[src/rtl/modexp_pkg.sv]
// Package: widths, types and sequencer states of the modular exponentiation block.
`timescale 1ns / 1ps

package modexp_pkg;

    // Operand width of base, exponent, modulus and result.
    localparam int WIDTH = 16;
    // Bit count of the multiplier step counter (holds WIDTH itself).
    localparam int CNT_W = $clog2(WIDTH + 1);

    typedef logic [WIDTH-1:0] word_t;

    localparam word_t WORD_ONE = word_t'(1);

    // Sequencer states.
    typedef enum logic [3:0] {
        ST_IDLE,
        ST_REDUCE,
        ST_RED_WAIT,
        ST_CHECK,
        ST_MUL,
        ST_MUL_WAIT,
        ST_SQR,
        ST_SQR_WAIT,
        ST_FINISH
    } state_t;

    // Request to the shared modular multiplier: r = (a * c) mod n, needs c <= n.
    typedef struct packed {
        logic  start;
        word_t a;
        word_t c;
    } mm_req_t;

    // Response of the shared modular multiplier.
    typedef struct packed {
        logic  done;
        word_t product;
    } mm_rsp_t;

endpackage

[src/rtl/modexp_mulmod.sv]
// Bit-serial interleaved modular multiplier, one bit of a per cycle.
`timescale 1ns / 1ps

module modexp_mulmod (
    input  logic                aclk,
    input  logic                aresetn,
    input  modexp_pkg::word_t   n,
    input  modexp_pkg::mm_req_t req,
    output modexp_pkg::mm_rsp_t rsp
);

    modexp_pkg::word_t                 a_reg;
    modexp_pkg::word_t                 c_reg;
    modexp_pkg::word_t                 r_reg;
    modexp_pkg::word_t                 r_next;
    logic [modexp_pkg::CNT_W-1:0]      cnt_reg;
    logic                              busy_reg;
    logic                              done_reg;

    logic [modexp_pkg::WIDTH:0]        dbl;
    logic [modexp_pkg::WIDTH:0]        sum;
    logic [modexp_pkg::WIDTH:0]        n_ext;
    modexp_pkg::word_t                 r_dbl;

    // One step: r = 2r mod n, then r = (r + a_msb*c) mod n.
    always_comb begin
        n_ext  = {1'b0, n};
        dbl    = {r_reg, 1'b0};
        r_dbl  = (dbl >= n_ext) ? modexp_pkg::word_t'(dbl - n_ext)
                                : dbl[modexp_pkg::WIDTH-1:0];
        sum    = {1'b0, r_dbl} + (a_reg[modexp_pkg::WIDTH-1] ? {1'b0, c_reg}
                                                             : {(modexp_pkg::WIDTH+1){1'b0}});
        r_next = (sum >= n_ext) ? modexp_pkg::word_t'(sum - n_ext)
                                : sum[modexp_pkg::WIDTH-1:0];
    end

    // Control: step counter, busy and done pulse.
    always_ff @(posedge aclk) begin
        if (!aresetn) begin
            busy_reg <= 1'b0;
            done_reg <= 1'b0;
            cnt_reg  <= '0;
        end else begin
            done_reg <= 1'b0;
            if (req.start) begin
                busy_reg <= 1'b1;
                cnt_reg  <= modexp_pkg::CNT_W'(modexp_pkg::WIDTH);
            end else if (busy_reg) begin
                cnt_reg <= cnt_reg - modexp_pkg::CNT_W'(1);
                if (cnt_reg == modexp_pkg::CNT_W'(1)) begin
                    busy_reg <= 1'b0;
                    done_reg <= 1'b1;
                end
            end
        end
    end

    // Datapath: operand shift and partial remainder.
    always_ff @(posedge aclk) begin
        if (req.start) begin
            a_reg <= req.a;
            c_reg <= req.c;
            r_reg <= '0;
        end else if (busy_reg) begin
            a_reg <= {a_reg[modexp_pkg::WIDTH-2:0], 1'b0};
            r_reg <= r_next;
        end
    end

    assign rsp.done    = done_reg;
    assign rsp.product = r_reg;

endmodule

[src/rtl/modular_exponentiation.sv]
// Top level: right-to-left square-and-multiply sequencer around one modular multiplier.
//
//  channel   dir   handshake          payload
//  s_        in    s_valid/s_ready    s_base_value, s_exponent
//  m_        out   m_valid/m_ready    m_power_result
//  modulus   in    modulus_wr_en      modulus_wr_data
//
// The base is first reduced mod n; then, from the lowest exponent bit up, a set bit multiplies
// the accumulator by the base and every bit squares the base, until the exponent is zero. All
// of these run on the shared multiplier, one remainder step per cycle. s_ready is high only in
// idle, so the block finishes one item before it takes the next beat.
// Reset sets the modulus to 1 and clears m_valid, not the result data; a modulus of 0 acts as 1.
// A new beat is taken while a finished result still waits on m_ready.
`timescale 1ns / 1ps

module modular_exponentiation (
    input  logic                       aclk,
    input  logic                       aresetn,
    input  logic                       modulus_wr_en,
    input  logic [modexp_pkg::WIDTH-1:0] modulus_wr_data,
    input  logic                       s_valid,
    output logic                       s_ready,
    input  logic [modexp_pkg::WIDTH-1:0] s_base_value,
    input  logic [modexp_pkg::WIDTH-1:0] s_exponent,
    output logic                       m_valid,
    input  logic                       m_ready,
    output logic [modexp_pkg::WIDTH-1:0] m_power_result
);

    modexp_pkg::state_t  state_reg;
    modexp_pkg::state_t  state_next;
    modexp_pkg::word_t   modulus_reg;
    modexp_pkg::word_t   n_eff;
    modexp_pkg::word_t   base_reg;
    modexp_pkg::word_t   exp_reg;
    modexp_pkg::word_t   acc_reg;
    modexp_pkg::word_t   power_result_reg;
    logic                m_valid_reg;
    logic                s_accept;
    logic                out_load;
    modexp_pkg::mm_req_t mm_req;
    modexp_pkg::mm_rsp_t mm_rsp;

    // Modulus of zero behaves as one.
    assign n_eff = (modulus_reg == '0) ? modexp_pkg::WORD_ONE : modulus_reg;

    modexp_mulmod u_mulmod (
        .aclk    (aclk),
        .aresetn (aresetn),
        .n       (n_eff),
        .req     (mm_req),
        .rsp     (mm_rsp)
    );

    // Next state.
    always_comb begin
        state_next = state_reg;
        unique case (state_reg)
            modexp_pkg::ST_IDLE: begin
                if (s_valid) state_next = modexp_pkg::ST_REDUCE;
            end
            modexp_pkg::ST_REDUCE:   state_next = modexp_pkg::ST_RED_WAIT;
            modexp_pkg::ST_RED_WAIT: begin
                if (mm_rsp.done) state_next = modexp_pkg::ST_CHECK;
            end
            modexp_pkg::ST_CHECK: begin
                if (exp_reg == '0)  state_next = modexp_pkg::ST_FINISH;
                else if (exp_reg[0]) state_next = modexp_pkg::ST_MUL;
                else                 state_next = modexp_pkg::ST_SQR;
            end
            modexp_pkg::ST_MUL:      state_next = modexp_pkg::ST_MUL_WAIT;
            modexp_pkg::ST_MUL_WAIT: begin
                if (mm_rsp.done) state_next = modexp_pkg::ST_SQR;
            end
            modexp_pkg::ST_SQR:      state_next = modexp_pkg::ST_SQR_WAIT;
            modexp_pkg::ST_SQR_WAIT: begin
                if (mm_rsp.done) state_next = modexp_pkg::ST_CHECK;
            end
            modexp_pkg::ST_FINISH: begin
                if (!m_valid_reg || m_ready) state_next = modexp_pkg::ST_IDLE;
            end
            default:                 state_next = modexp_pkg::ST_IDLE;
        endcase
    end

    // Outputs of the sequencer: handshake and multiplier requests.
    always_comb begin
        s_ready      = 1'b0;
        out_load     = 1'b0;
        mm_req.start = 1'b0;
        mm_req.a     = base_reg;
        mm_req.c     = base_reg;
        unique case (state_reg)
            modexp_pkg::ST_IDLE:   s_ready = 1'b1;
            // base mod n as base * 1 mod n
            modexp_pkg::ST_REDUCE: begin
                mm_req.start = 1'b1;
                mm_req.c     = modexp_pkg::WORD_ONE;
            end
            modexp_pkg::ST_MUL: begin
                mm_req.start = 1'b1;
                mm_req.a     = acc_reg;
            end
            modexp_pkg::ST_SQR:    mm_req.start = 1'b1;
            modexp_pkg::ST_FINISH: out_load = !m_valid_reg || m_ready;
            default: ;
        endcase
    end

    assign s_accept = s_valid && s_ready;

    // Control registers.
    always_ff @(posedge aclk) begin
        if (!aresetn) begin
            state_reg   <= modexp_pkg::ST_IDLE;
            modulus_reg <= modexp_pkg::WORD_ONE;
            m_valid_reg <= 1'b0;
        end else begin
            state_reg <= state_next;
            if (modulus_wr_en) modulus_reg <= modulus_wr_data;
            if (out_load)     m_valid_reg <= 1'b1;
            else if (m_ready) m_valid_reg <= 1'b0;
        end
    end

    // Working operands and result register.
    always_ff @(posedge aclk) begin
        if (s_accept) begin
            base_reg <= s_base_value;
            exp_reg  <= s_exponent;
            acc_reg  <= modexp_pkg::WORD_ONE;
        end
        if (mm_rsp.done) begin
            if (state_reg == modexp_pkg::ST_RED_WAIT) base_reg <= mm_rsp.product;
            if (state_reg == modexp_pkg::ST_MUL_WAIT) acc_reg  <= mm_rsp.product;
            if (state_reg == modexp_pkg::ST_SQR_WAIT) begin
                base_reg <= mm_rsp.product;
                exp_reg  <= {1'b0, exp_reg[modexp_pkg::WIDTH-1:1]};
            end
        end
        if (out_load) power_result_reg <= acc_reg;
    end

    assign m_valid        = m_valid_reg;
    assign m_power_result = power_result_reg;

endmodule

[config.mk]
export PLATFORM = sky130hd
export DESIGN_NAME = modular_exponentiation
export DESIGN_NICKNAME = d
export VERILOG_FILES = /design/src/rtl/modexp_pkg.sv /design/src/rtl/modexp_mulmod.sv /design/src/rtl/modular_exponentiation.sv
export SDC_FILE = /design/constraint.sdc
export NUM_CORES = 1
export LEC_CHECK = 0
export BUFFER_PORTS_ARGS = -buffer_cell sky130_fd_sc_hd__buf_2
export CAP_MARGIN = 0
export CORE_MARGIN = 5
export CORE_UTILIZATION = 65
export DETAILED_ROUTE_END_ITERATION = 16
export PLACE_DENSITY = 0.86
export SYNTH_ARGS = -nofsm -noshare
export SYNTH_HDL_FRONTEND = slang
export SYNTH_SLANG_ARGS = --single-unit
[constraint.sdc]
create_clock -name aclk -period 16.02 [get_ports aclk]
set_input_delay 0.801 -clock aclk [delete_from_list [all_inputs] [get_ports aclk]]
set_output_delay 0.801 -clock aclk [all_outputs]
set_load 0.02 [all_outputs]
After elaboration in Yosys (flattened, before gate mapping). Index checks and enable logic that the tools add are counted. W data, S select, Z words.

Bits in registers: 140.

$add $sub $neg: 4. Order comparisons: 2. Equal/unequal tests: 13. Multiplexer cells: 35. Bitwise logic cells: 2. Reduce and logical (&&, ||, !) cells: 13.

Operators by type and width (number): $mux W16 (17); $ge A17 B16 Y1 (2); $logic_not A16 Y1 (2); $pmux W4 S8 (1); $sub A16 B16 Y16 (2); $mux W4 (5); $add A16 B16 Y17 (1); $eq A4 B3 Y1 const B (4); $mux W5 (2); $mux W1 (9); $eq A4 B2 Y1 const B (2); $reduce_or A3 Y1 (2); $eq A5 B1 Y1 const B (1); $sub A5 B1 Y5 const B (1); $eq A4 B1 Y1 const B (1); $eq A4 B4 Y1 const B (1); $logic_not A4 Y1 (1); $ne A2 B1 Y1 const B (2); $ne A2 B2 Y1 const B (2); $reduce_and A4 Y1 (1); $reduce_bool A2 Y1 (2); $reduce_or A2 Y1 (2); $mux W2 (1); $not A1 Y1 (2); other kinds (3) (3).

Longest topological paths before layout. Gate-level depths: netlist of run 1.

Depth after elaboration: 7. Gate-level depth with buffers: 31. Gate-level depth less buffers: 29.

Cells and area by module. From an unflattened synthesis of run 1, not the netlist that was laid out.

Cell total of the unflattened synthesis: 909. Area, all modules: 8693.3 um2.

Modules (own cells, without submodules): modexp_mulmod (instances 1, cells an instance 516, area each 4839.6 um2, seq. area each 1421.4 um2); modular_exponentiation (instances 1, cells an instance 393, area each 3853.7 um2, seq. area each 1861.8 um2).

Worst setup path after synthesis of run 1. OpenSTA, ideal clock, no wires.

Kind: flip-flop to flip-flop. Start: register modulus_reg[6]. End: register u_mulmod.r_reg[0]. Data arrival time: 5569 ps. Required time: 15882 ps. Slack: 10313 ps. Cell stages (with the launch flop): 29. Path buffers: 2. Period minus slack after synthesis: 5707 ps. Path through: dfxtp_1 inv_1 ha_1 a21o_1 a21o_1 a21oi_1 nand2_1 o221ai_2 a31oi_4 buf_2 a21oi_1 ha_1 a211oi_1 a21oi_1 o41ai_2 o21ai_0 o21ai_0 nand2b_1 xnor2_1 inv_1 ha_1 a21oi_1 nor2b_1 a2111o_1 a211o_1 a311o_1 buf_2 o2111ai_1 o31ai_1.

Word-level cells in the longest chain between the ends: 7.

RTL lines: start, declared (line modular_exponentiation.sv:32) `modexp_pkg::word_t modulus_reg;`; start signal, assigned (line modular_exponentiation.sv:116) `modulus_reg <= modexp_pkg::WORD_ONE;`; start signal, assigned (line modular_exponentiation.sv:120) `if (modulus_wr_en) modulus_reg <= modulus_wr_data;`; $logic_not A16 Y1 (line modular_exponentiation.sv:45) `assign n_eff = (modulus_reg == '0) ? modexp_pkg::WORD_ONE : modulus_reg;`; $mux W16 * (line modular_exponentiation.sv:45); $sub A16 B16 Y16 or $ge A17 B16 Y1 (tied branches) (line modexp_mulmod.sv:29) `r_dbl = (dbl >= n_ext) ? modexp_pkg::word_t'(dbl - n_ext)`; $mux W16 (line modexp_mulmod.sv:29); $add A16 B16 Y17 (line modexp_mulmod.sv:31) `sum = {1'b0, r_dbl} + (a_reg[modexp_pkg::WIDTH-1] ? {1'b0, c_reg}`; $sub A16 B16 Y16 or $ge A17 B16 Y1 (tied branches) (line modexp_mulmod.sv:33) `r_next = (sum >= n_ext) ? modexp_pkg::word_t'(sum - n_ext)`; $mux W16 * (line modexp_mulmod.sv:33); end signal, assigned (line modexp_mulmod.sv:66) `r_reg <= r_next;`; end, declared (line modexp_mulmod.sv:14) `modexp_pkg::word_t r_reg;`.

Every way passes the cells marked *; elsewhere a longest branch is shown, timed or not. A chain may end at the register's enable or synchronous reset.

Worst setup path in the final report of run 1.
Start: register modulus_reg[1]. End: register u_mulmod.r_reg[15].

Same word-level chain as after synthesis.

==> qor.csv, run 1 <==
metric;value;unit
status;complete, no violations;
yosysSeqAreaShare;40.70;%
avgSynthCellArea;8.993;sq um
dr.pass1.iters;7;
synth-simple-area-share;18.05;%
clockBufferDepth;2;
setup_viol;0;
path_class;flip-flop to flip-flop;
synth_area;8066;sq um
antennaDiodeCount;0;
yosys_warnings;0;
synthDistinctLibCells;60;
required;16.35;ns
chipWidth;121.4;microns
postSynthCellCount;897;
place.gp.congestion;0.8882;
portBuffers;70;
rows;40;
critPathMaxStageDelay;0.65;ns
htree_num_levels;4;
cts_resized;0;
cts_buffers;17;
synth_compound_area_share;16.30;%
cts_setup_buffers;0;
hold_class;flip-flop to flip-flop;
final-hold-violation-count;0;
grt_max_degree;49;
cts.sinks;140;
endpoint_kind;flip-flop;
start_kind;flip-flop;
clock_latency;0.43;ns
yosys.area.top_type;dfxtp_1;
dieArea;14740;sq um
async_reset_ff_share;0;%
die_h;121.4;microns
grt_pass1_vias;6772;
cap_violations;0;
antenna_found_initial;0;
ys_ff_latch;140;
r2r_cells;25;
min_period;7.066;ns
core_region_area;12110;sq um
grt_usage;27.05;%
fin_util;75.14;%
setup_tns;0;ns
synth_top_area_share;22.83;%
worstMarginPinSlew;1.221;ns
cp_slowest_cell;a311o_1;
synthMuxAreaShare;7.895;%
routed_wl;19230;microns
regArea;3283;sq um
path_delay_family;compound AO/OA/AOI/OAI gates;
synth-adder-area-share;8.655;%
via_per_inst;6.003;
drive_gt1_share;13.06;%
start_util;66.60;%
grt_pass1_wl;31730;microns
pin_count;71;
yosys-top-cells-count;nand2_1 (130), dfxtp_1 (92), o21ai_0 (81);
hpwl;13520;microns
multi_input_area;4493;sq um
holdBufCountCts;0;
synth_edf_count;48;
r2r_slack;8.95;ns
ant_nets;0;
cts-root-buf;clkbuf_16;
grt_overflow;0;
cts_tree;built;
synth_top_family_by_area;simple AND/OR/NAND/NOR gates;
fmaxAchievable;0.1415;GHz
worst-path-buf-inv;2;
fin_crit_sh;44.11;%
synth_ff_type;dfxtp_1;
hold_path_depth;0;
drc;0;
yosys.area_share.xor_xnor;4.669;%
fill_cells;876;
avgRoutedWirePerCell;16.97;microns
rsz0062_at_grt;false;
path_depth;25;
synthTopCellsByArea;dfxtp_1 (23%), edfxtp_1 (18%), ha_1 (7.9%);
syn2layout_area_growth;12.83;%
drtIter0Drc;624;
syn_nets;1004;
nets;1059;
num_vias;6801;
clock_skew;0.004549;ns
cp.arrival;7.39;ns
slew_headroom;18.53;%
critical_path.max_fanout;27;
path_clk_slew;0.06;ns
slew_violations;0;
synth.most_common_cell;nand2_1;
metrics by stage:
stage | cell area (sq um) | hold WS, ns | worst slack [ns] | std cells
floorplan | 8066 | 0.4307 | 10.31 | 897
global placement | 8513 | 0.4468 | 9.284 | 1101
detailed placement | 8513 | 0.4459 | 9.100 | 1101
CTS | 9101 | 0.4617 | 9.030 | 1133
global route | 9101 | 0.4735 | 8.408 | 1133
finish | 9101 | 0.4617 | 8.954 | 1133
path summary, 6_finish.rpt:
| check | from | endpoint |
|---|---|---|
| hold reg to reg | acc_reg[2]$_DFF_P_ | m_power_result[2]$_DFFE_PP_ |
| hold / removal | acc_reg[2]$_DFF_P_ | m_power_result[2]$_DFFE_PP_ |
| setup reg to reg | modulus_reg[1]$_SDFFE_PN0P_ | u_mulmod.r_reg[15]$_SDFFE_PN0P_ |
| setup / recovery | modulus_reg[1]$_SDFFE_PN0P_ | u_mulmod.r_reg[15]$_SDFFE_PN0P_ |
metal layers:
layer	part of all wire (%)	global-route usage (%)	vias up
li1	-	-	3287
met1	41	31.54	3201
met2	51	47.05	252
met3	5.1	5.175	61
met4	3.5	13.94	0
met5	0	0	-
worst register-to-register path, delay by kind of cell, from the launching register on:
kind	cells	cell delay (ns)
XOR/XNOR	1	0.23
AND/OR/NAND/NOR	4	0.56
buffers and inverters	2	0.21
adder cells (fa/ha/maj)	3	0.99
flip-flops	1	0.44
AO/OA/AOI/OAI	14	4.11
multiplexers	1	0.41
logic make-up (layout without fill, tap and decap cells):
| group | Yosys count | count (layout) |
|---|---|---|
| xor+xnor | 43 | 43 |
| mux | 63 | 63 |
| compound gates | 214 | 214 |
| buf+inv | 75 | 143 |
| simple gates | 308 | 308 |
| fa+ha+maj | 54 | 54 |
| flops | 140 | 140 |
cell usage in the layout (no fill, tap or decap), drive strengths merged, types with 9 or more instances in the layout:
| master | synthesis | final |
|---|---|---|
| nand2 | 130 | 130 |
| dfxtp | 92 | 92 |
| o21ai | 84 | 84 |
| buf | 8 | 76 |
| mux2i | 58 | 58 |
| a21oi | 54 | 54 |
| nor2 | 53 | 53 |
| ha | 51 | 51 |
| edfxtp | 48 | 48 |
| inv | 35 | 40 |
| nor2b | 37 | 37 |
| xnor2 | 33 | 33 |
| and2 | 19 | 19 |
| a22oi | 18 | 18 |
| clkbuf | 32 | 17 |
| nand3 | 16 | 16 |
| nor3 | 12 | 12 |
| nand2b | 10 | 10 |
| xor2 | 10 | 10 |
| nor4 | 9 | 9 |
| a21o | 9 | 9 |
| a31oi | 9 | 9 |
area by class of cell:
cell class / count / area share, %
clock inverter: 15 / 1.787
timing repair buffer: 76 / 4.344
multi-input combinational: 682 / 49.37
inverter: 35 / 1.443
tap: 168 / 2.310
clock buffer: 17 / 4.674
sequential: 140 / 36.07
Power of run 1 is left out: the tool's default activity adds up to more than one toggle a clock period on the data nets, which glitch-free logic cannot reach.
==> run 2: changes to the inputs <==
- CORE_UTILIZATION: 65 -> 60
- PLACE_DENSITY: 0.86 -> 0.8
- clock period: 16.02 -> 7.4 ns (I/O delays scaled with it)
==> qor.csv, run 2 (synthesis results as in run 1) <==
metric;value;unit;change
via_per_inst;5.701;;was 6.003
pin_count;71;;unchanged
chipWidth;126.0;microns;was 121.4 microns
htree_num_levels;4;;unchanged
final_cell_mix;nand2_1 (129), dfxtp_1 (92), o21ai_0 (81), buf_2 (70), mux2i_1 (58);;unchanged
worstMarginPinSlew;1.155;ns;was 1.221 ns
num_vias;6505;;was 6801
ant_nets;0;;unchanged
cp_slowest_cell;a311o_1;;unchanged
cts.sinks;140;;unchanged
antenna_found_initial;0;;unchanged
hold_class;input port to flip-flop;;was flip-flop to flip-flop
cp.arrival;7.17;ns;was 7.39 ns
hold_path_depth;3;;was 0
grt_pass1_wl;29880;microns;was 31730 microns
cts_resized;0;;unchanged
grt_overflow;0;;unchanged
critPathMaxStageDelay;0.64;ns;was 0.65 ns
multi_input_area;4493;sq um;unchanged
cts-root-buf;clkbuf_16;;unchanged
drive_gt1_share;12.95;%;was 13.06%
clock_latency;0.43;ns;about the same
avgRoutedWirePerCell;15.82;microns;was 16.97 microns
fmaxAchievable;0.1460;GHz;was 0.1415 GHz
cts_buffers;17;;unchanged
regArea;3283;sq um;unchanged
holdBufCountCts;0;;unchanged
rows;42;;was 40
required;7.72;ns;was 16.35 ns
dr.pass1.iters;5;;was 7
post-place-ws;0.5812;ns;was 9.100 ns
syn2layout_area_growth;13.04;%;was 12.83%
r2r_cells;25;;unchanged
crit_top_cell;ha_1;;
clock_skew;0.006694;ns;was 0.004549 ns
cts_tree;built;;unchanged
critical_path.max_fanout;27;;unchanged
path_class;flip-flop to flip-flop;;unchanged
portBuffers;70;;unchanged
die_h;126.0;microns;was 121.4 microns
nets;1059;;unchanged
grt_pass1_vias;6246;;was 6772
hpwl;13130;microns;was 13520 microns
grt_max_degree;49;;unchanged
fill_cells;1050;;was 876
cap_violations;0;;unchanged
slew_headroom;22.90;%;was 18.53%
min_period;6.851;ns;was 7.066 ns
mostFrequentLayoutCell;nand2_1;;unchanged
path_clk_slew;0.06;ns;about the same
antennaDiodeCount;0;;unchanged
cts_setup_buffers;0;;unchanged
final-hold-violation-count;0;;unchanged
setup_viol;0;;unchanged
status;complete, no violations;;unchanged
slew_violations;0;;unchanged
core_region_area;13190;sq um;was 12110 sq um
start_util;61.16;%;was 66.60%
setup_tns;0;ns;unchanged
grt_usage;23.16;%;was 27.05%
fin_crit_sh;92.58;%;was 44.11%
clockBufferDepth;2;;unchanged
dieArea;15860;sq um;was 14740 sq um
start_kind;flip-flop;;unchanged
routed_wl;18060;microns;was 19230 microns
drtIter0Drc;581;;was 624
endpoint_kind;flip-flop;;unchanged
rsz0062_at_grt;false;;unchanged
fin_ws;0.5490;ns;was 8.954 ns
place.gp.congestion;0.9289;;was 0.8882
drc;0;;unchanged
==> run 2: cell count changes in the layout (fill, tap and decap cells not counted), sizes merged <==
| cell | delta |
|---|---|
| clkinvlp | -5 |
| clkbuf | +4 |
| clkinv | +3 |
| bufinv | -1 |
| inv | -1 |
==> run 2: layout make-up <==
| type | instances | share of cell area [%] |
|---|---|---|
| inverters | 35 | 1.441 |
| clock inverters | 11 | 1.125 |
| repair buffers | 76 | 4.336 |
| well taps | 176 | 2.415 |
| clock buffers | 21 | 5.406 |
| flip-flops and latches | 140 | 36.00 |
| multi-input cells | 682 | 49.27 |
==> run 2: critical path, delay by kind of cell, from the launching register on <==
family          cells  cell delay [ns]
flops               1             0.43
fa+ha+maj           4             1.27
simple gates        5             0.91
xor+xnor            1             0.34
buf+inv             2             0.20
compound gates     13             3.57
==> run 2: per-layer routing <==
metal	vias to the layer above	share of wire, %	GRT usage (%)	wire length, microns
li1	3281	-	-	-
met1	3016	43	28.93	7837
met2	171	49	39.34	8855
met3	37	4.9	5.165	885
met4	0	2.6	8.580	476
met5	-	0	0	0
==> run 2: path summary, 6_finish.rpt <==
check	start	endpoint	slack, ns
max	modulus_reg[1]$_SDFFE_PN0P_	u_mulmod.r_reg[15]$_SDFFE_PN0P_	0.55
min	modulus_wr_data[0]	modulus_reg[0]$_SDFFE_PN1P_	0.18
max reg2reg	modulus_reg[1]$_SDFFE_PN0P_	u_mulmod.r_reg[15]$_SDFFE_PN0P_	0.55
min reg2reg	acc_reg[10]$_DFF_P_	m_power_result[10]$_DFFE_PP_	0.46
==> run 2: stage by stage <==
step / hold WS (ns) / utilization, % / std cells / instance area, sq um
finish: 0.1780 / 69.13 / 1141 / 9119
global route: 0.2084 / 69.13 / 1141 / 9119
CTS: 0.1632 / 69.13 / 1141 / 9119
detailed placement: 0.4451 / 64.62 / 1109 / 8523
global placement: 0.4482 / 64.62 / 1109 / 8523
floorplan: 0.4307 / - / 897 / 8066
Power of run 2 is left out for the same reason.
